**src/sv/lfs_pkg.sv**
```systemverilog
package lfs_pkg;

  // Default configuration values and parameter defaults
  localparam logic [7:0] THRESHOLD_RST  = 8'd150;
  localparam logic [7:0] INNER_DUTY_RST = 8'd100;
  localparam logic [7:0] OUTER_DUTY_RST = 8'd200;

  localparam int RING_DEPTH_DEF    = 8;
  localparam int AVERAGE_COUNT_DEF = 4;
  localparam int PWM_PERIOD_DEF    = 255;
  localparam int SCAN_TICKS_DEF    = 2;
  localparam int CONTROL_TICKS_DEF = 10;

  // Configuration register indexes
  localparam logic [1:0] CFG_THRESHOLD  = 2'd0;
  localparam logic [1:0] CFG_INNER_DUTY = 2'd1;
  localparam logic [1:0] CFG_OUTER_DUTY = 2'd2;

  // Event kinds
  localparam logic EVENT_TICK = 1'b0;
  localparam logic EVENT_CONV = 1'b1;

  typedef struct packed {
    logic       event_kind;
    logic [7:0] left_sample;
    logic [7:0] right_sample;
  } lfs_in_t;

  typedef struct packed {
    logic       right_motor_on;
    logic       left_motor_on;
    logic       scan_request;
    logic [7:0] left_level;
    logic [7:0] right_level;
  } lfs_out_t;

  typedef struct packed {
    logic [7:0] threshold;
    logic [7:0] inner_duty;
    logic [7:0] outer_duty;
  } lfs_cfg_t;

endpackage

```
**src/sv/lfs_ring.sv**
```systemverilog
module lfs_ring import lfs_pkg::*; #(
  parameter int RING_DEPTH    = RING_DEPTH_DEF,
  parameter int AVERAGE_COUNT = AVERAGE_COUNT_DEF,
  parameter int SUM_W         = 11
) (
  input  logic             clk,
  input  logic             rst_n,
  input  logic             store,
  input  logic [7:0]       left_sample,
  input  logic [7:0]       right_sample,
  output logic [SUM_W-1:0] left_sum,
  output logic [SUM_W-1:0] right_sum
);

  // Newest sample sits at tap 0, so the averaging window uses fixed taps
  logic [7:0]       left_ring_r  [RING_DEPTH];
  logic [7:0]       right_ring_r [RING_DEPTH];
  logic [7:0]       left_ring_nxt  [RING_DEPTH];
  logic [7:0]       right_ring_nxt [RING_DEPTH];
  logic [SUM_W-1:0] left_sum_r, right_sum_r;
  logic [SUM_W-1:0] left_sum_nxt, right_sum_nxt;

  always_comb begin
    left_ring_nxt[0]  = left_sample;
    right_ring_nxt[0] = right_sample;
    for (int i = 1; i < RING_DEPTH; i++) begin
      left_ring_nxt[i]  = left_ring_r[i-1];
      right_ring_nxt[i] = right_ring_r[i-1];
    end
  end

  // Window wraps round the ring when it is longer than the ring
  always_comb begin
    left_sum_nxt  = '0;
    right_sum_nxt = '0;
    for (int k = 0; k < AVERAGE_COUNT; k++) begin
      left_sum_nxt  = left_sum_nxt  + SUM_W'(left_ring_nxt[k % RING_DEPTH]);
      right_sum_nxt = right_sum_nxt + SUM_W'(right_ring_nxt[k % RING_DEPTH]);
    end
  end

  always_ff @(posedge clk) begin
    if (!rst_n) begin
      for (int i = 0; i < RING_DEPTH; i++) begin
        left_ring_r[i]  <= '0;
        right_ring_r[i] <= '0;
      end
      left_sum_r  <= '0;
      right_sum_r <= '0;
    end else if (store) begin
      for (int i = 0; i < RING_DEPTH; i++) begin
        left_ring_r[i]  <= left_ring_nxt[i];
        right_ring_r[i] <= right_ring_nxt[i];
      end
      left_sum_r  <= left_sum_nxt;
      right_sum_r <= right_sum_nxt;
    end
  end

  assign left_sum  = left_sum_r;
  assign right_sum = right_sum_r;

endmodule

```
**src/sv/lfs_ctrl.sv**
```systemverilog
module lfs_ctrl import lfs_pkg::*; #(
  parameter int AVERAGE_COUNT = AVERAGE_COUNT_DEF,
  parameter int PWM_PERIOD    = PWM_PERIOD_DEF,
  parameter int SCAN_TICKS    = SCAN_TICKS_DEF,
  parameter int CONTROL_TICKS = CONTROL_TICKS_DEF,
  parameter int SUM_W         = 11
) (
  input  logic             clk,
  input  logic             rst_n,
  input  logic             step,
  input  logic             tick,
  input  lfs_cfg_t         cfg,
  input  logic [SUM_W-1:0] left_sum,
  input  logic [SUM_W-1:0] right_sum,
  output lfs_out_t         result
);

  localparam int AVG_SHIFT = SUM_W + $clog2(AVERAGE_COUNT) + 1;
  localparam int RECIP_W   = AVG_SHIFT + 1;
  localparam int PROD_W    = SUM_W + RECIP_W;
  localparam logic [RECIP_W-1:0] AvgRecip =
    RECIP_W'(((64'd1 << AVG_SHIFT) + 64'(AVERAGE_COUNT) - 64'd1) / 64'(AVERAGE_COUNT));
  localparam int SCAN_W = $clog2(SCAN_TICKS + 1);
  localparam int CTRL_W = $clog2(CONTROL_TICKS + 1);

  logic [7:0]        phase_r, phase_nxt;
  logic [8:0]        phase_inc;
  logic [SCAN_W-1:0] scan_cnt_r, scan_cnt_nxt, scan_inc;
  logic [CTRL_W-1:0] ctrl_cnt_r, ctrl_cnt_nxt, ctrl_inc;
  logic [7:0]        left_avg_r, right_avg_r, left_avg_nxt, right_avg_nxt;
  logic              right_en_r, left_en_r, right_en_nxt, left_en_nxt;
  logic              scan_hit, ctrl_hit, right_off, left_off;
  logic [7:0]        right_duty, left_duty;
  logic [PROD_W-1:0] left_prod, right_prod;

  // Divide the window sum by the sample count via reciprocal multiply
  assign left_prod  = PROD_W'(left_sum)  * PROD_W'(AvgRecip);
  assign right_prod = PROD_W'(right_sum) * PROD_W'(AvgRecip);

  assign phase_inc = {1'b0, phase_r} + 9'd1;
  assign phase_nxt = (phase_inc >= 9'(PWM_PERIOD)) ? 8'd0 : phase_inc[7:0];

  assign right_off = right_avg_r > cfg.threshold;
  assign left_off  = left_avg_r  > cfg.threshold;

  always_comb begin
    priority if (right_off && left_off) begin
      right_duty = 8'(PWM_PERIOD);
      left_duty  = 8'd0;
    end else if (right_off) begin
      left_duty  = cfg.inner_duty;
      right_duty = cfg.outer_duty;
    end else if (left_off) begin
      left_duty  = cfg.outer_duty;
      right_duty = cfg.inner_duty;
    end else begin
      right_duty = 8'(PWM_PERIOD);
      left_duty  = 8'(PWM_PERIOD);
    end
  end

  assign scan_inc     = scan_cnt_r + SCAN_W'(1);
  assign scan_hit     = scan_inc >= SCAN_W'(SCAN_TICKS);
  assign scan_cnt_nxt = scan_hit ? '0 : scan_inc;

  assign ctrl_inc     = ctrl_cnt_r + CTRL_W'(1);
  assign ctrl_hit     = ctrl_inc >= CTRL_W'(CONTROL_TICKS);
  assign ctrl_cnt_nxt = ctrl_hit ? '0 : ctrl_inc;

  // Conversions leave the enables, dividers and levels untouched
  always_comb begin
    right_en_nxt  = right_en_r;
    left_en_nxt   = left_en_r;
    left_avg_nxt  = left_avg_r;
    right_avg_nxt = right_avg_r;
    if (tick) begin
      right_en_nxt = phase_nxt < right_duty;
      left_en_nxt  = phase_nxt < left_duty;
      if (ctrl_hit) begin
        left_avg_nxt  = left_prod[AVG_SHIFT +: 8];
        right_avg_nxt = right_prod[AVG_SHIFT +: 8];
      end
    end
  end

  always_ff @(posedge clk) begin
    if (!rst_n) begin
      phase_r     <= '0;
      scan_cnt_r  <= '0;
      ctrl_cnt_r  <= '0;
      left_avg_r  <= '0;
      right_avg_r <= '0;
      right_en_r  <= 1'b0;
      left_en_r   <= 1'b0;
    end else if (step) begin
      right_en_r  <= right_en_nxt;
      left_en_r   <= left_en_nxt;
      left_avg_r  <= left_avg_nxt;
      right_avg_r <= right_avg_nxt;
      if (tick) begin
        phase_r    <= phase_nxt;
        scan_cnt_r <= scan_cnt_nxt;
        ctrl_cnt_r <= ctrl_cnt_nxt;
      end
    end
  end

  always_comb begin
    result.right_motor_on = right_en_nxt;
    result.left_motor_on  = left_en_nxt;
    result.scan_request   = tick && scan_hit;
    result.left_level     = left_avg_nxt;
    result.right_level    = right_avg_nxt;
  end

endmodule

```
**src/sv/line_follower_pwm_steering.sv**
```systemverilog
// Line follower steering: PWM motor enables from averaged sensor levels.
// A transaction waits in the input register and its result in the output register.
// Throughput: one transaction per cycle unless the output stalls; the window sum is
// registered on each conversion so that a tick needs only one reciprocal multiply.
// Reset (synchronous, active low) clears the sample ring, counters, levels and
// enables, and loads the configuration registers with their defaults.
module line_follower_pwm_steering import lfs_pkg::*; #(
  parameter int RING_DEPTH    = RING_DEPTH_DEF,
  parameter int AVERAGE_COUNT = AVERAGE_COUNT_DEF,
  parameter int PWM_PERIOD    = PWM_PERIOD_DEF,
  parameter int SCAN_TICKS    = SCAN_TICKS_DEF,
  parameter int CONTROL_TICKS = CONTROL_TICKS_DEF
) (
  input  logic       clk,
  input  logic       rst_n,
  input  logic       in_valid,
  output logic       in_stall,
  input  lfs_in_t    in_data,
  output logic       out_valid,
  input  logic       out_stall,
  output lfs_out_t   out_data,
  input  logic       cfg_wr_en,
  input  logic [1:0] cfg_index,
  input  logic [7:0] cfg_wdata
);

  localparam int SUM_W = $clog2(AVERAGE_COUNT * 255 + 1);

  logic             in_valid_r;
  lfs_in_t          in_data_r;
  logic             out_valid_r;
  lfs_out_t         out_data_r;
  lfs_cfg_t         cfg_r;
  logic             advance;
  logic             is_tick;
  logic [SUM_W-1:0] left_sum, right_sum;
  lfs_out_t         result;

  assign advance  = in_valid_r && (!out_valid_r || !out_stall);
  assign in_stall = in_valid_r && !advance;
  assign is_tick  = in_data_r.event_kind == EVENT_TICK;

  always_ff @(posedge clk) begin
    if (!rst_n) begin
      cfg_r.threshold  <= THRESHOLD_RST;
      cfg_r.inner_duty <= INNER_DUTY_RST;
      cfg_r.outer_duty <= OUTER_DUTY_RST;
    end else if (cfg_wr_en) begin
      unique case (cfg_index)
        CFG_THRESHOLD:  cfg_r.threshold  <= cfg_wdata;
        CFG_INNER_DUTY: cfg_r.inner_duty <= cfg_wdata;
        CFG_OUTER_DUTY: cfg_r.outer_duty <= cfg_wdata;
        default: ; // drop writes to unknown indexes
      endcase
    end
  end

  // Input register: load whenever the held transaction moves on or none is held
  always_ff @(posedge clk) begin
    if (!rst_n) begin
      in_valid_r <= 1'b0;
    end else if (!in_stall) begin
      in_valid_r <= in_valid;
    end
  end

  always_ff @(posedge clk) begin
    if (in_valid && !in_stall) begin
      in_data_r <= in_data;
    end
  end

  lfs_ring #(
    .RING_DEPTH    (RING_DEPTH),
    .AVERAGE_COUNT (AVERAGE_COUNT),
    .SUM_W         (SUM_W)
  ) u_ring (
    .clk          (clk),
    .rst_n        (rst_n),
    .store        (advance && !is_tick),
    .left_sample  (in_data_r.left_sample),
    .right_sample (in_data_r.right_sample),
    .left_sum     (left_sum),
    .right_sum    (right_sum)
  );

  lfs_ctrl #(
    .AVERAGE_COUNT (AVERAGE_COUNT),
    .PWM_PERIOD    (PWM_PERIOD),
    .SCAN_TICKS    (SCAN_TICKS),
    .CONTROL_TICKS (CONTROL_TICKS),
    .SUM_W         (SUM_W)
  ) u_ctrl (
    .clk       (clk),
    .rst_n     (rst_n),
    .step      (advance),
    .tick      (is_tick),
    .cfg       (cfg_r),
    .left_sum  (left_sum),
    .right_sum (right_sum),
    .result    (result)
  );

  always_ff @(posedge clk) begin
    if (!rst_n) begin
      out_valid_r <= 1'b0;
    end else if (advance) begin
      out_valid_r <= 1'b1;
    end else if (!out_stall) begin
      out_valid_r <= 1'b0;
    end
  end

  always_ff @(posedge clk) begin
    if (advance) begin
      out_data_r <= result;
    end
  end

  assign out_valid = out_valid_r;
  assign out_data  = out_data_r;

endmodule
```
**config.mk**
```make
export PLATFORM = sky130hd
export DESIGN_NAME = line_follower_pwm_steering
export DESIGN_NICKNAME = d
export VERILOG_FILES = /design/src/sv/lfs_pkg.sv /design/src/sv/lfs_ring.sv /design/src/sv/lfs_ctrl.sv /design/src/sv/line_follower_pwm_steering.sv
export SDC_FILE = /design/constraint.sdc
export NUM_CORES = 1
export LEC_CHECK = 0
export ABC_CLOCK_PERIOD_IN_PS = 9200
export BUFFER_PORTS_ARGS = -buffer_cell sky130_fd_sc_hd__buf_2
export CORE_MARGIN = 2
export CORE_UTILIZATION = 36
export CTS_CLUSTER_DIAMETER = 100
export DETAILED_ROUTE_END_ITERATION = 8
export PLACE_DENSITY = 0.63
export SETUP_SLACK_MARGIN = 0.1
export SLEW_MARGIN = 20
export SYNTH_ARGS = -nofsm -noshare
export SYNTH_HDL_FRONTEND = slang
export SYNTH_SLANG_ARGS = --single-unit
```
**constraint.sdc**
```tcl
create_clock -name clk -period 9.2 [get_ports clk]
set_input_delay 1.38 -clock clk [delete_from_list [all_inputs] [get_ports clk]]
set_output_delay 1.38 -clock clk [all_outputs]
set_load 0.01 [all_outputs]
```
Word level (Yosys, flattened, before mapping)

Memories as Yosys holds them, arrays and structs flattened.
Index checks and enable logic that the tools add are counted.

Add/subtract/negate cells: 9
Magnitude comparators: 7
Eq/ne operators: 3
Multiplexer cells: 37
Bitwise logic cells: 17
Reduce and logical (&&, ||, !) cells: 16

Operator list:

| operator                                                                            | count |
|---|---|
| 8-bit two-way mux                                                                   | 27 |
| 10-bit by 8-bit adder with 10-bit output                                            | 4 |
| 8-bit by 8-bit adder with 9-bit output                                              | 2 |
| 8-bit > comparator                                                                  | 2 |
| 8-bit less-than comparator                                                          | 2 |
| 1-bit OR                                                                            | 16 |
| 8-bit by 1-bit adder with 9-bit output, second input constant                       | 1 |
| 9-bit by 8-bit greater-or-equal comparator with 1-bit output, second input constant | 1 |
| 1-bit two-way mux                                                                   | 8 |
| 2-bit AND reduction                                                                 | 4 |
| 1-bit logical AND                                                                   | 6 |
| 4-bit by 1-bit adder with 4-bit output, second input constant                       | 1 |
| 4-bit greater-or-equal comparator, second input constant                            | 1 |
| 1-bit zero test                                                                     | 4 |
| 4-bit two-way mux                                                                   | 1 |
| 2-bit by 1-bit adder with 2-bit output, second input constant                       | 1 |
| 2-bit by 1-bit == test with 1-bit output, second input constant                     | 1 |
| 2-bit == test, second input constant                                                | 1 |
| 2-bit greater-or-equal comparator, second input constant                            | 1 |
| 2-bit zero test                                                                     | 1 |
| 2-bit two-way mux                                                                   | 1 |
| 2-bit by 1-bit != test with 1-bit output, second input constant                     | 1 |
| 1-bit logical OR                                                                    | 1 |
| 1-bit NOT                                                                           | 1 |

Register bits: 114
RAM bits: 128
Input port bits: 32
Output and inout port bits: 21
Word-level logic and storage cells: 113
Memories kept: 2

Memory list:

| memory              | depth | bits a word | read ports | clocked after memory_dff | wr ports | line           | text |
|---|---|---|---|---|---|---|---|
| u_ring.left_ring_r  | 8     | 8           | 7          | 0                        | 8        | lfs_ring.sv:16 | `logic [7:0] left_ring_r [RING_DEPTH];` |
| u_ring.right_ring_r | 8     | 8           | 7          | 0                        | 8        | lfs_ring.sv:17 | `logic [7:0] right_ring_r [RING_DEPTH];` |

Longest topological paths before layout

Gate-level depths: netlist (run 1).

Depth after elaboration: 8
Mapped depth: 19
Gate-level depth less buffers: 18

By module

From an unflattened synthesis (run 1), not the netlist that was laid out.

Cell total of the unflattened synthesis: 844
Area, all modules: 8,868.5 um^2

By module, submodules not included:

| module                     | times used | cells each | area an instance (um^2) | seq. area each (um^2) |
|---|---|---|---|---|
| lfs_ring                   | 1          | 359        | 3,948.8                 | 1,841.8 |
| lfs_ctrl                   | 1          | 337        | 2,712.6                 | 640.6 |
| line_follower_pwm_steering | 1          | 148        | 2,207.1                 | 1,601.5 |

Least setup slack after synthesis (run 1)

No wires, ideal clock.

Path kind: input -> register
Start point: input port out_stall
End point: memory u_ring.left_ring_r[0][0], enable pin
Setup time: 0.402 ns
Data arrival time: 3.214 ns
Required time: 8.798 ns
Slack: 5.584 ns
Stages: 4
Path buffers: 1
Cell sequence: a21boi_1 -> a21boi_1 -> clkbuf_1 -> inv_1

RTL lines:

| item            | line                             | text |
|---|---|---|
| start, declared | line_follower_pwm_steering.sv:20 | `input logic out_stall,` |
| end, declared   | lfs_ring.sv:16                   |  |

Final worst setup path (run 1)

Start point: register in_data_r[0] (netlist name)
End point: register u_ring.right_sum_r[8], in the netlist u_ring.right_sum[8]

Word-level cells in the longest chain between the ends: 3

Ends and longest elaborated chain:

| item                                                  | line                             | text |
|---|---|---|
| start, declared                                       | line_follower_pwm_steering.sv:30 | `lfs_in_t in_data_r;` |
| start signal, assigned                                | line_follower_pwm_steering.sv:69 | `in_data_r <= in_data;` |
| 8-bit by 8-bit adder with 9-bit output                | lfs_ring.sv:38                   | `right_sum_nxt = right_sum_nxt + SUM_W'(right_ring_nxt[k % RING_DEPTH]);` |
| 10-bit by 8-bit adder with 10-bit output (2 in a row) | lfs_ring.sv:38                   |  |
| end signal, assigned                                  | lfs_ring.sv:56                   | `right_sum_r <= right_sum_nxt;` |
| end, declared                                         | lfs_ring.sv:20                   | `logic [SUM_W-1:0] left_sum_r, right_sum_r;` |

Every way passes these cells.
A chain may end at the register's enable or synchronous reset.

==> results of run 1 <==
registers in the layout (all words and copies together), names as in the netlist:
signal               cells
cfg_r                   24
u_ring.left_ring_r      24
u_ring.right_ring_r     24
out_data                19
in_data_r               17
u_ctrl.left_avg_r        8
u_ctrl.phase_r           8
u_ctrl.right_avg_r       8
u_ring.left_sum          8
u_ring.right_sum         8
u_ctrl.ctrl_cnt_r        4
u_ctrl.scan_cnt_r        2
in_valid_r               1
out_valid                1
u_ctrl.left_en_r         1
u_ctrl.right_en_r        1
power breakdown:
part,switching [mW],total (mW),internal (mW)
combinational,0.136,0.247,0.111
clock,0.340,0.706,0.366
sequential,0.0168,0.791,0.774
total,0.494,1.74,1.25
cell usage in the layout (no fill, tap or decap), drive strengths merged, types with 4 or more instances in the layout:
| cell | instances |
|---|---|
| xnor2 | 21 |
| nor2 | 40 |
| nor2b | 44 |
| dfxtp | 74 |
| buf | 57 |
| a21oi | 45 |
| mux2i | 31 |
| o22ai | 8 |
| ha | 65 |
| o21ai | 33 |
| a21boi | 12 |
| clkbuf | 17 |
| o211ai | 7 |
| nand4 | 6 |
| and2 | 35 |
| edfxtp | 84 |
| nand2 | 72 |
| xor2 | 11 |
| a21o | 4 |
| nor3 | 5 |
| mux2 | 14 |
| inv | 91 |
| fa | 18 |
| clkinv | 5 |
| o21bai | 15 |
| nand3 | 9 |
how the worst max path moves through the flow:
| stage | startpoint | to | slack, ns | depth (start not counted) |
|---|---|---|---|---|
| floorplan | out_stall | u_ring.left_ring_r[0][0]$_SDFFCE_PN0P_ | 5.58 | 4 |
| global placement | out_stall | u_ring.left_ring_r[0][0]$_SDFFCE_PN0P_ | 5.51 | 6 |
| detailed placement | cfg_r[17]$_SDFFE_PN1P_ | out_data[18]$_DFFE_PP_ | 5.42 | 16 |
| CTS | cfg_r[17]$_SDFFE_PN1P_ | out_data[18]$_DFFE_PP_ | 5.41 | 16 |
| global route | in_data_r[9]$_DFFE_PP_ | u_ring.left_sum[8]$_SDFFE_PN0P_ | 5.40 | 13 |
| finish | in_data_r[0]$_DFFE_PP_ | u_ring.right_sum[8]$_SDFFE_PN0P_ | 5.75 | 15 |
metal layers:
layer	wire (um)	share of wire (%)	global-route usage [%]	vias up
li1	-	-	-	2840
met1	7670	49	17.9	2495
met2	7200	46	22.2	65
met3	470	3.0	3.11	14
met4	176	1.1	4.85	0
met5	0	0	0	-
layout make-up:
cell class                      instances  area, um2
Sequential cell                       158       4000
Inverter                               84        315
Clock buffer                           17        425
Tap cell                              319        399
Multi-Input combinational cell        530       3990
Fill cell                            2292      13700
Timing Repair Buffer                   57        298
Clock inverter                         15        173
per-stage QoR:
step / util [%] / hold WS [ns]
finish: 41.3 / 0.455
CTS: 41.3 / 0.458
floorplan: - / 0.420
detailed placement: 38.7 / 0.439
global route: 41.3 / 0.488
global placement: 38.7 / 0.434
kinds of logic (layout without fill, tap and decap cells):
logic type,count (synthesis),count (layout)
flip-flops,158,158
XOR/XNOR,32,32
multiplexers,45,45
adder cells (fa/ha/maj),83,83
AO/OA/AOI/OAI,141,141
AND/OR/NAND/NOR,229,229
buffers and inverters,112,173
Yosys cell counts, types with 7 or more instances:
master,instances
a21boi_0,10
a21oi_1,45
and2_1,35
clkbuf_1,21
dfxtp_1,74
edfxtp_1,84
fa_1,18
ha_1,65
inv_1,84
mux2_2,14
mux2i_1,31
nand2_1,72
nand3_1,8
nor2_1,39
nor2b_1,44
o211ai_1,7
o21ai_0,32
o21bai_1,15
o22ai_1,8
xnor2_1,21
xor2_1,11
critical path, delay by kind of cell (launching register included):
family | cells | cell delay (ns)
adder cells (fa/ha/maj) | 4 | 1.38
buffers and inverters | 2 | 0.13
AO/OA/AOI/OAI | 7 | 0.97
XOR/XNOR | 2 | 0.41
flip-flops | 1 | 0.41
==> impl_metrics.env, run 1 <==
export IMPL_leakage_nw=4.06
export IMPL_crit_arrival_ns=3.73
export IMPL_clock_sinks=158
export IMPL_drive_gt1_share_pct=13.8
export IMPL_synth_seq_cells=158
export IMPL_setup_viol=0
export IMPL_clk_insertion_delay_late_ns=0.44
export IMPL_crit_path_start_kind="flop"
export IMPL_fin_nets=963
export IMPL_start_util_pct=36.3
export IMPL_grt_usage_pct=13.7
export IMPL_fp_dieArea_mm2=0.0247
export IMPL_drt_iter0_drc=237
export IMPL_num_rows=56
export IMPL_hpwl_mm=10.9
export IMPL_critPathMaxStageDelay_ns=0.50
export IMPL_cts_buffers=17
export IMPL_yosysTopAreaCellShare_pct=29.9
export IMPL_rr_worst_depth=15
export IMPL_worst_slew_pin_slew_ns=1.04
export IMPL_synth_adder_area_share_pct=13.9
export IMPL_drt_wirelength_per_cell_um=13.1
export IMPL_synthTopCellsByArea="edfxtp_1, dfxtp_1, ha_1"
export IMPL_slew_headroom_pct=30.5
export IMPL_synthCells=800
export IMPL_min_delay_path_depth=2
export IMPL_synth_mux_area_fraction_pct=5.54
export IMPL_area_growth_pct=13.8
export IMPL_synthArstFlopShare_pct=0
export IMPL_fp_coreArea_mm2=0.0233
export IMPL_dp_cells=1148
export IMPL_placed_cell_area_mm2=0.00900
export IMPL_pre_cts_ws_ns=5.42
export IMPL_regToRegStartpoint="in_data_r[0]$_DFFE_PP_"
export IMPL_synth_top_family_by_area="adder cells"
export IMPL_path_class="flop to flop"
export IMPL_cts_tree="yes"
export IMPL_ys_types=56
export IMPL_cts_setup_buffers=0
export IMPL_synth_flop_cell="edfxtp_1"
export IMPL_finalMaxSlewViolations=0
export IMPL_outcome="finished, final reports clean"
export IMPL_post_route_period_util_pct=37.5
export IMPL_synth_compound_area_share_pct=10.5
export IMPL_yosys_area_share_simple_pct=13.7
export IMPL_cpMostUsedCell="a21oi_1"
export IMPL_hold_end="u_ring.right_sum[8]$_SDFFE_PN0P_"
export IMPL_htree_levels=4
export IMPL_regToRegEndpoint="u_ring.right_sum[8]$_SDFFE_PN0P_"
export IMPL_drcViolationCount=0
export IMPL_synth_fp_nets=915
export IMPL_seq_area_frac_synth_pct=47.4
export IMPL_synth_avg_cell_area_um2=10.6
export IMPL_hold_class="flop to flop"
export IMPL_n_antenna_cell=0
export IMPL_crit_fanout=2
export IMPL_grt_overflow_total=0
export IMPL_rrSetupSlack_ns=5.75
export IMPL_fin_skew_ns=0.0118
export IMPL_timing_final_ws_setup_ns=5.75
export IMPL_clock_path_buffers=2
export IMPL_end_kind="flop"
export IMPL_synth_area_mm2=0.00844
export IMPL_die_x_um=157
export IMPL_vias_per_cell=4.59
export IMPL_hold_viol=0
export IMPL_cp_slowest_cell="fa_1"
export IMPL_grt_pass1_wl_mm=26.2
export IMPL_routed_wl_mm=15.5
export IMPL_die_height_um=157
export IMPL_power_density_mw_per_mm2=182
export IMPL_grt_max_degree=63
export IMPL_layout_cells_non_filler=1180
export IMPL_tns_ns=0
export IMPL_crit_path_cell_trace="ha_1 -> fa_1 -> xnor2_1 -> fa_1 -> inv_1 -> ha_1 -> inv_1 -> o31ai_1 -> a21oi_1 -> o21bai_1 -> a21oi_1 -> o21bai_1 -> a21oi_1 -> xor2_1 -> o21ai_0"
export IMPL_clock_root_buffer="clkbuf_16"
export IMPL_yosysWarnings=0
export IMPL_gp_congestion=0.813
export IMPL_period_needed_ns=3.45
export IMPL_grt_setup_unrepaired="no"
export IMPL_ant_nets=0
export IMPL_cp_required_ns=9.48
export IMPL_synth_edff_count=84
export IMPL_port_buffers=52
export IMPL_antenna_found_initial=0
export IMPL_synth_top_area_cell="edfxtp_1"
export IMPL_stdcell_area_mm2=0.00961
export IMPL_cts_resized=0
export IMPL_path_clk_slew_ns=0.07
export IMPL_vias=5414
export IMPL_dr_pass1_iters=4
export IMPL_grt_pass1_vias=5446
export IMPL_power_total_mw=1.74
export IMPL_synthXorXnorAreaFrac_pct=3.32
export IMPL_cts_hold_buffers=0
export IMPL_hold_start="u_ring.right_sum[8]$_SDFFE_PN0P_"
export IMPL_max_cap_violations=0
export IMPL_io_pins=53
export IMPL_max_freq_ghz=0.290
export IMPL_ir_drop_mv=0.104
(Power assumes the default switching activity.)
==> run 2: changes to the inputs <==
--- a/config.mk
+++ b/config.mk
@@ -5,13 +5,13 @@
 export SDC_FILE = /design/constraint.sdc
 export NUM_CORES = 1
 export LEC_CHECK = 0
-export ABC_CLOCK_PERIOD_IN_PS = 9200
+export ABC_CLOCK_PERIOD_IN_PS = 2810
 export BUFFER_PORTS_ARGS = -buffer_cell sky130_fd_sc_hd__buf_2
 export CORE_MARGIN = 2
 export CORE_UTILIZATION = 36
 export CTS_CLUSTER_DIAMETER = 100
 export DETAILED_ROUTE_END_ITERATION = 8
-export PLACE_DENSITY = 0.63
+export PLACE_DENSITY = 0.65
 export SETUP_SLACK_MARGIN = 0.1
 export SLEW_MARGIN = 20
 export SYNTH_ARGS = -nofsm -noshare
==> constraint.sdc (replaced) <==
create_clock -name clk -period 2.81 [get_ports clk]
set_input_delay 0.4215 -clock clk [delete_from_list [all_inputs] [get_ports clk]]
set_output_delay 0.4215 -clock clk [all_outputs]
set_load 0.01 [all_outputs]
==> run 2 against run 1 <==
The run now ends with negative setup slack left. Register-to-register slack worse by 6.1 ns. Fmax is 7.6% higher. Sequential power grew to 3.3 times the previous value. Routed wire length is 4.4% higher. Setup slack worse by 6.1 ns. Sequential cell count stayed put. Cell count is 6.5% higher. Clock power grew to 3.3 times the previous value. Worst hold slack worse by 0.30 ns. Highest routed layer unchanged.
==> impl_metrics.env, run 2 (same netlist as run 1, synthesis figures left out) <==
export IMPL_worst_slew_pin_slew_ns=0.749
export IMPL_internal_power_mw=4.31
export IMPL_final_util_pct=45.4
export IMPL_grt_setup_unrepaired="yes"
export IMPL_outcome="finished, violations left"
export IMPL_ir_drop_mv=0.345
export IMPL_port_buffers=52
export IMPL_htree_levels=4
export IMPL_drt_wirelength_per_cell_um=12.9
export IMPL_num_rows=56
export IMPL_antenna_found_initial=0
export IMPL_hpwl_mm=11.3
export IMPL_timing_final_ws_setup_ns=-0.396
export IMPL_clock_path_buffers=2
export IMPL_crit_fanout=3
export IMPL_grt_pass1_vias=5572
export IMPL_rr_worst_depth=15
export IMPL_cts_hold_buffers=0
export IMPL_grt_overflow_total=0
export IMPL_cp_required_ns=3.12
export IMPL_crit_path_start_kind="flop"
export IMPL_slew_headroom_pct=50.1
export IMPL_die_height_um=157
export IMPL_p_sw_share_pct=28.3
export IMPL_die_x_um=157
export IMPL_io_pins=53
export IMPL_fin_nets=1040
export IMPL_dr_pass1_iters=4
export IMPL_finalMaxSlewViolations=0
export IMPL_end_kind="flop"
export IMPL_final_common_cell="edfxtp_1"
export IMPL_final_cell_mix="edfxtp_1, inv_1, buf_4, nand2_1, dfxtp_1"
export IMPL_max_freq_ghz=0.312
export IMPL_max_cap_violations=0
export IMPL_area_growth_pct=25.0
export IMPL_vias_per_cell=4.60
export IMPL_n_antenna_cell=0
export IMPL_clock_sinks=158
export IMPL_clk_insertion_delay_late_ns=0.43
export IMPL_clock_root_buffer="clkbuf_16"
export IMPL_setup_viol=17
export IMPL_grt_max_degree=49
export IMPL_post_route_period_util_pct=114
export IMPL_seq_power_share_pct=43.1
export IMPL_grt_usage_pct=13.8
export IMPL_hold_class="input pin to flop"
export IMPL_pre_cts_ws_ns=-0.489
export IMPL_min_delay_path_depth=1
export IMPL_drt_iter0_drc=206
export IMPL_power_switching_mw=1.70
export IMPL_grt_pass1_wl_mm=26.8
export IMPL_start_util_pct=36.3
export IMPL_path_class="flop to flop"
export IMPL_combPwrFrac_pct=18.5
export IMPL_largestRegisters="cfg_r: 24 flops, u_ring.left_ring_r: 24 flops, u_ring.right_ring_r: 24 flops"
export IMPL_crit_arrival_ns=3.52
export IMPL_drive_gt1_share_pct=27.4
export IMPL_fin_skew_ns=0.0126
export IMPL_routed_wl_mm=16.2
export IMPL_cts_buffers=17
export IMPL_tns_ns=-3.85
export IMPL_leakage_nw=4.48
export IMPL_power_density_mw_per_mm2=569
export IMPL_drcViolationCount=0
export IMPL_fp_coreArea_mm2=0.0233
export IMPL_violations="negative setup slack"
export IMPL_hold_viol=0
export IMPL_gp_congestion=0.847
export IMPL_ant_nets=0
export IMPL_cts_tree="yes"
export IMPL_clkPwrFrac_pct=38.4
export IMPL_vias=5777
export IMPL_path_clk_slew_ns=0.08
export IMPL_fin_hold_ws_ns=0.150
export IMPL_period_needed_ns=3.21
export IMPL_fp_dieArea_mm2=0.0247
export IMPL_power_total_mw=6.00
==> run 2: area by class of cell <==
class | instances | area (um2)
Inverter | 84 | 318
Fill cell | 2246 | 12700
Tap cell | 319 | 399
Timing Repair Buffer | 134 | 918
Clock inverter | 15 | 176
Sequential cell | 158 | 4020
Multi-Input combinational cell | 530 | 4300
Clock buffer | 17 | 425
==> run 2: worst paths after layout <==
check | start | end | slack [ns]
setup reg to reg | u_ring.right_ring_r[0][1]$_SDFFCE_PN0P_ | u_ring.right_sum[8]$_SDFFE_PN0P_ | -0.40
setup / recovery | u_ring.right_ring_r[0][1]$_SDFFCE_PN0P_ | u_ring.right_sum[8]$_SDFFE_PN0P_ | -0.40
hold reg to reg | u_ring.left_sum[7]$_SDFFE_PN0P_ | u_ring.left_sum[7]$_SDFFE_PN0P_ | 0.44
hold / removal | in_data[12] | in_data_r[12]$_DFFE_PP_ | 0.15
==> run 2: metrics by stage <==
stage	cell area, um2	instances
final	10600	1257
after global routing	10600	1257
after CTS	10400	1250
after detailed placement	9570	1210
after global placement	9570	1210
after floorplan	8550	800
==> run 2: power by group through the flow <==
stage	Sequential, mW	Clock (mW)	Combinational, mW
2_1_floorplan	2.63	0	0.667
3_3_place_gp	2.64	0	0.987
3_5_place_dp	2.64	0	1.01
4_1_cts	2.59	2.37	1.08
5_1_grt	2.60	2.46	1.26
6_report	2.59	2.31	1.11
==> run 2: what timing repair did <==
action | CTS | global route
endpoints found under the setup margin | 18 | 18
pin swaps | 34 | 29
setup buffers | 9 | 7
gates resized for setup | 34 | 28
==> run 2: worst max-delay path: stages (launching register included) <==
cell and delay (ns):
edfxtp_1 0.45, ha_1 0.31, a21o_1 0.18, a21oi_1 0.18
buf_4 0.14, xnor2_1 0.07, fa_1 0.48, inv_1 0.04
ha_1 0.32, a21oi_2 0.18, o21bai_1 0.09, a21oi_2 0.15
o21bai_1 0.09, a21oi_1 0.18, xor2_1 0.16, o21ai_1 0.06
==> run 2: routing by layer <==
| metal | part of all wire [%] | vias up | track usage, % |
|---|---|---|---|
| met2 | 48 | 79 | 22.8 |
| li1 | - | 2979 | - |
| met1 | 47 | 2706 | 18.0 |
| met4 | 0.94 | 0 | 3.94 |
| met5 | 0 | - | 0 |
| met3 | 3.9 | 13 | 3.25 |
==> run 3: changes to the inputs <==
--- a/config.mk
+++ b/config.mk
@@ -11,6 +11,7 @@
 export CORE_UTILIZATION = 36
 export CTS_CLUSTER_DIAMETER = 100
 export DETAILED_ROUTE_END_ITERATION = 8
+export MAX_ROUTING_LAYER = met4
 export PLACE_DENSITY = 0.65
 export SETUP_SLACK_MARGIN = 0.1
 export SLEW_MARGIN = 20
==> run 3 against run 2 <==
The run still ends with negative setup slack left. Combinational power about the same. Highest routed layer unchanged. Worst hold slack hardly changed. Register-to-register slack is essentially flat. Critical path type unchanged. Sequential cell count unchanged. Routed wire length about the same.
==> impl_metrics.env, run 3 (same netlist as run 1, synthesis figures left out) <==
export IMPL_cp_slowest_cell="fa_1"
export IMPL_n_antenna_cell=0
export IMPL_end_kind="flop"
export IMPL_antenna_found_initial=0
export IMPL_drive_gt1_share_pct=27.4
export IMPL_fp_dieArea_mm2=0.0247
export IMPL_max_freq_ghz=0.312
export IMPL_min_delay_path_depth=1
export IMPL_final_cell_mix="edfxtp_1, inv_1, buf_4, nand2_1, dfxtp_1"
export IMPL_clock_root_buffer="clkbuf_16"
export IMPL_drt_wirelength_per_cell_um=12.9
export IMPL_critPathMaxStageDelay_ns=0.48
export IMPL_start_util_pct=36.3
export IMPL_timing_final_ws_setup_ns=-0.398
export IMPL_cts_buffers=17
export IMPL_stdcell_area_mm2=0.0106
export IMPL_finalMaxSlewViolations=0
export IMPL_hold_start="in_data[12]"
export IMPL_power_density_mw_per_mm2=569
export IMPL_fp_coreArea_mm2=0.0233
export IMPL_regToRegStartpoint="u_ring.right_ring_r[0][1]$_SDFFCE_PN0P_"
export IMPL_crit_fanout=3
export IMPL_largestRegisters="cfg_r: 24 flops, u_ring.left_ring_r: 24 flops, u_ring.right_ring_r: 24 flops"
export IMPL_hold_end="in_data_r[12]$_DFFE_PP_"
export IMPL_grt_pass1_wl_mm=26.8
export IMPL_final_common_cell="edfxtp_1"
export IMPL_clock_path_buffers=2
export IMPL_crit_path_cell_trace="ha_1 -> a21o_1 -> a21oi_1 -> buf_4 -> xnor2_1 -> fa_1 -> inv_1 -> ha_1 -> a21oi_2 -> o21bai_1 -> a21oi_2 -> o21bai_1 -> a21oi_1 -> xor2_1 -> o21ai_1"
export IMPL_grt_max_degree=49
export IMPL_clk_insertion_delay_late_ns=0.43
export IMPL_fin_nets=1040
export IMPL_worst_slew_pin_slew_ns=0.766
export IMPL_grt_overflow_total=0
export IMPL_hold_viol=0
export IMPL_dr_pass1_iters=6
export IMPL_leakage_nw=4.48
export IMPL_grt_pass1_vias=5577
export IMPL_port_buffers=52
export IMPL_io_pins=53
export IMPL_placed_cell_area_mm2=0.00957
export IMPL_grt_usage_pct=14.2
export IMPL_rr_worst_depth=15
export IMPL_vias=5762
export IMPL_die_height_um=157
export IMPL_max_cap_violations=0
export IMPL_cp_required_ns=3.12
export IMPL_area_growth_pct=25.0
export IMPL_ir_drop_mv=0.344
export IMPL_cts_tree="yes"
export IMPL_htree_levels=4
export IMPL_hold_class="input pin to flop"
export IMPL_die_x_um=157
export IMPL_violations="negative setup slack"
export IMPL_period_needed_ns=3.21
export IMPL_fin_skew_ns=0.0126
export IMPL_ant_nets=0
export IMPL_setup_viol=17
export IMPL_fin_hold_ws_ns=0.151
export IMPL_num_rows=56
export IMPL_clock_sinks=158
export IMPL_vias_per_cell=4.58
export IMPL_hpwl_mm=11.3
export IMPL_drt_iter0_drc=206
export IMPL_gp_congestion=0.861
export IMPL_regToRegEndpoint="u_ring.right_sum[8]$_SDFFE_PN0P_"
export IMPL_routed_wl_mm=16.2
export IMPL_path_class="flop to flop"
export IMPL_crit_arrival_ns=3.52
export IMPL_crit_path_start_kind="flop"
export IMPL_slew_headroom_pct=48.9
export IMPL_outcome="finished, violations left"
export IMPL_drcViolationCount=0
export IMPL_grt_setup_unrepaired="yes"
export IMPL_path_clk_slew_ns=0.08
export IMPL_rrSetupSlack_ns=-0.40
export IMPL_post_route_period_util_pct=114
[run 3: cell counts in the layout (fill, tap and decap cells not counted)]
No cell type changed its count.
[run 3: stage by stage]
step	utilization (%)	setup TNS [ns]	total power, mW	std cells	setup WS [ns]
after global placement	41.1	-3.98	3.62	1210	-0.466
after CTS	44.6	-4.12	6.03	1250	-0.480
after floorplan	-	-1.45	3.29	800	-0.248
after detailed placement	41.1	-4.91	3.64	1210	-0.489
final	45.4	-3.85	6.00	1257	-0.398
after global routing	45.4	-6.87	6.32	1257	-0.623
[run 3: worst max path at each step]
stage	start	cells after the start	slack, ns	to
6_report	u_ring.right_ring_r[0][1]$_SDFFCE_PN0P_	15	-0.40	u_ring.right_sum[8]$_SDFFE_PN0P_
5_1_grt	u_ring.left_ring_r[0][0]$_SDFFCE_PN0P_	14	-0.62	u_ring.left_sum[9]$_SDFFE_PN0P_
4_1_cts	in_data_r[8]$_DFFE_PP_	15	-0.48	u_ring.left_sum[8]$_SDFFE_PN0P_
3_5_place_dp	in_data_r[0]$_DFFE_PP_	15	-0.49	u_ring.right_sum[8]$_SDFFE_PN0P_
3_3_place_gp	u_ring.left_ring_r[0][0]$_SDFFCE_PN0P_	15	-0.47	u_ring.left_sum[8]$_SDFFE_PN0P_
2_1_floorplan	u_ring.right_ring_r[0][0]$_SDFFCE_PN0P_	14	-0.25	u_ring.right_sum[9]$_SDFFE_PN0P_
[run 3: routing by layer]
layer / share of wire, % / GRT usage [%] / vias up / routed length [um]
li1: - / - / 2981 / -
met1: 48 / 18.0 / 2702 / 7800
met2: 48 / 22.7 / 68 / 7770
met3: 2.9 / 3.25 / 11 / 468
met4: 0.86 / 3.94 / 0 / 139
met5: 0 / - / - / 0
[run 3: where the power goes]
part           switching, mW  leakage [nW]  total, mW  internal (mW)
logic                  0.533          2.74       1.11          0.577
registers             0.0538          1.46       2.59           2.53
clock network           1.11         0.285       2.31           1.20
[run 3: critical path, delay by kind of cell, from the launching register on]
kind / cells / cell delay (ns)
AOI/OAI and AO/OA: 8 / 1.11
xor gates and xnor gates: 2 / 0.23
buffers and inverters: 2 / 0.18
adders and majority gates: 3 / 1.11
DFF: 1 / 0.45
[run 3: layout make-up]
class / count / area, um2
repair buffers: 134 / 918
inverters: 84 / 318
fillers: 2246 / 12700
well taps: 319 / 399
clock buffers: 17 / 425
multi-input cells: 530 / 4300
clock inverters: 15 / 176
flip-flops and latches: 158 / 4020
[run 3: repair_timing]
action	4_1_cts	5_1_grt
gates resized for setup	34	28
buffers inserted	9	7
hold buffers	0	0
pin swaps	34	29
endpoints found under the setup margin	18	18
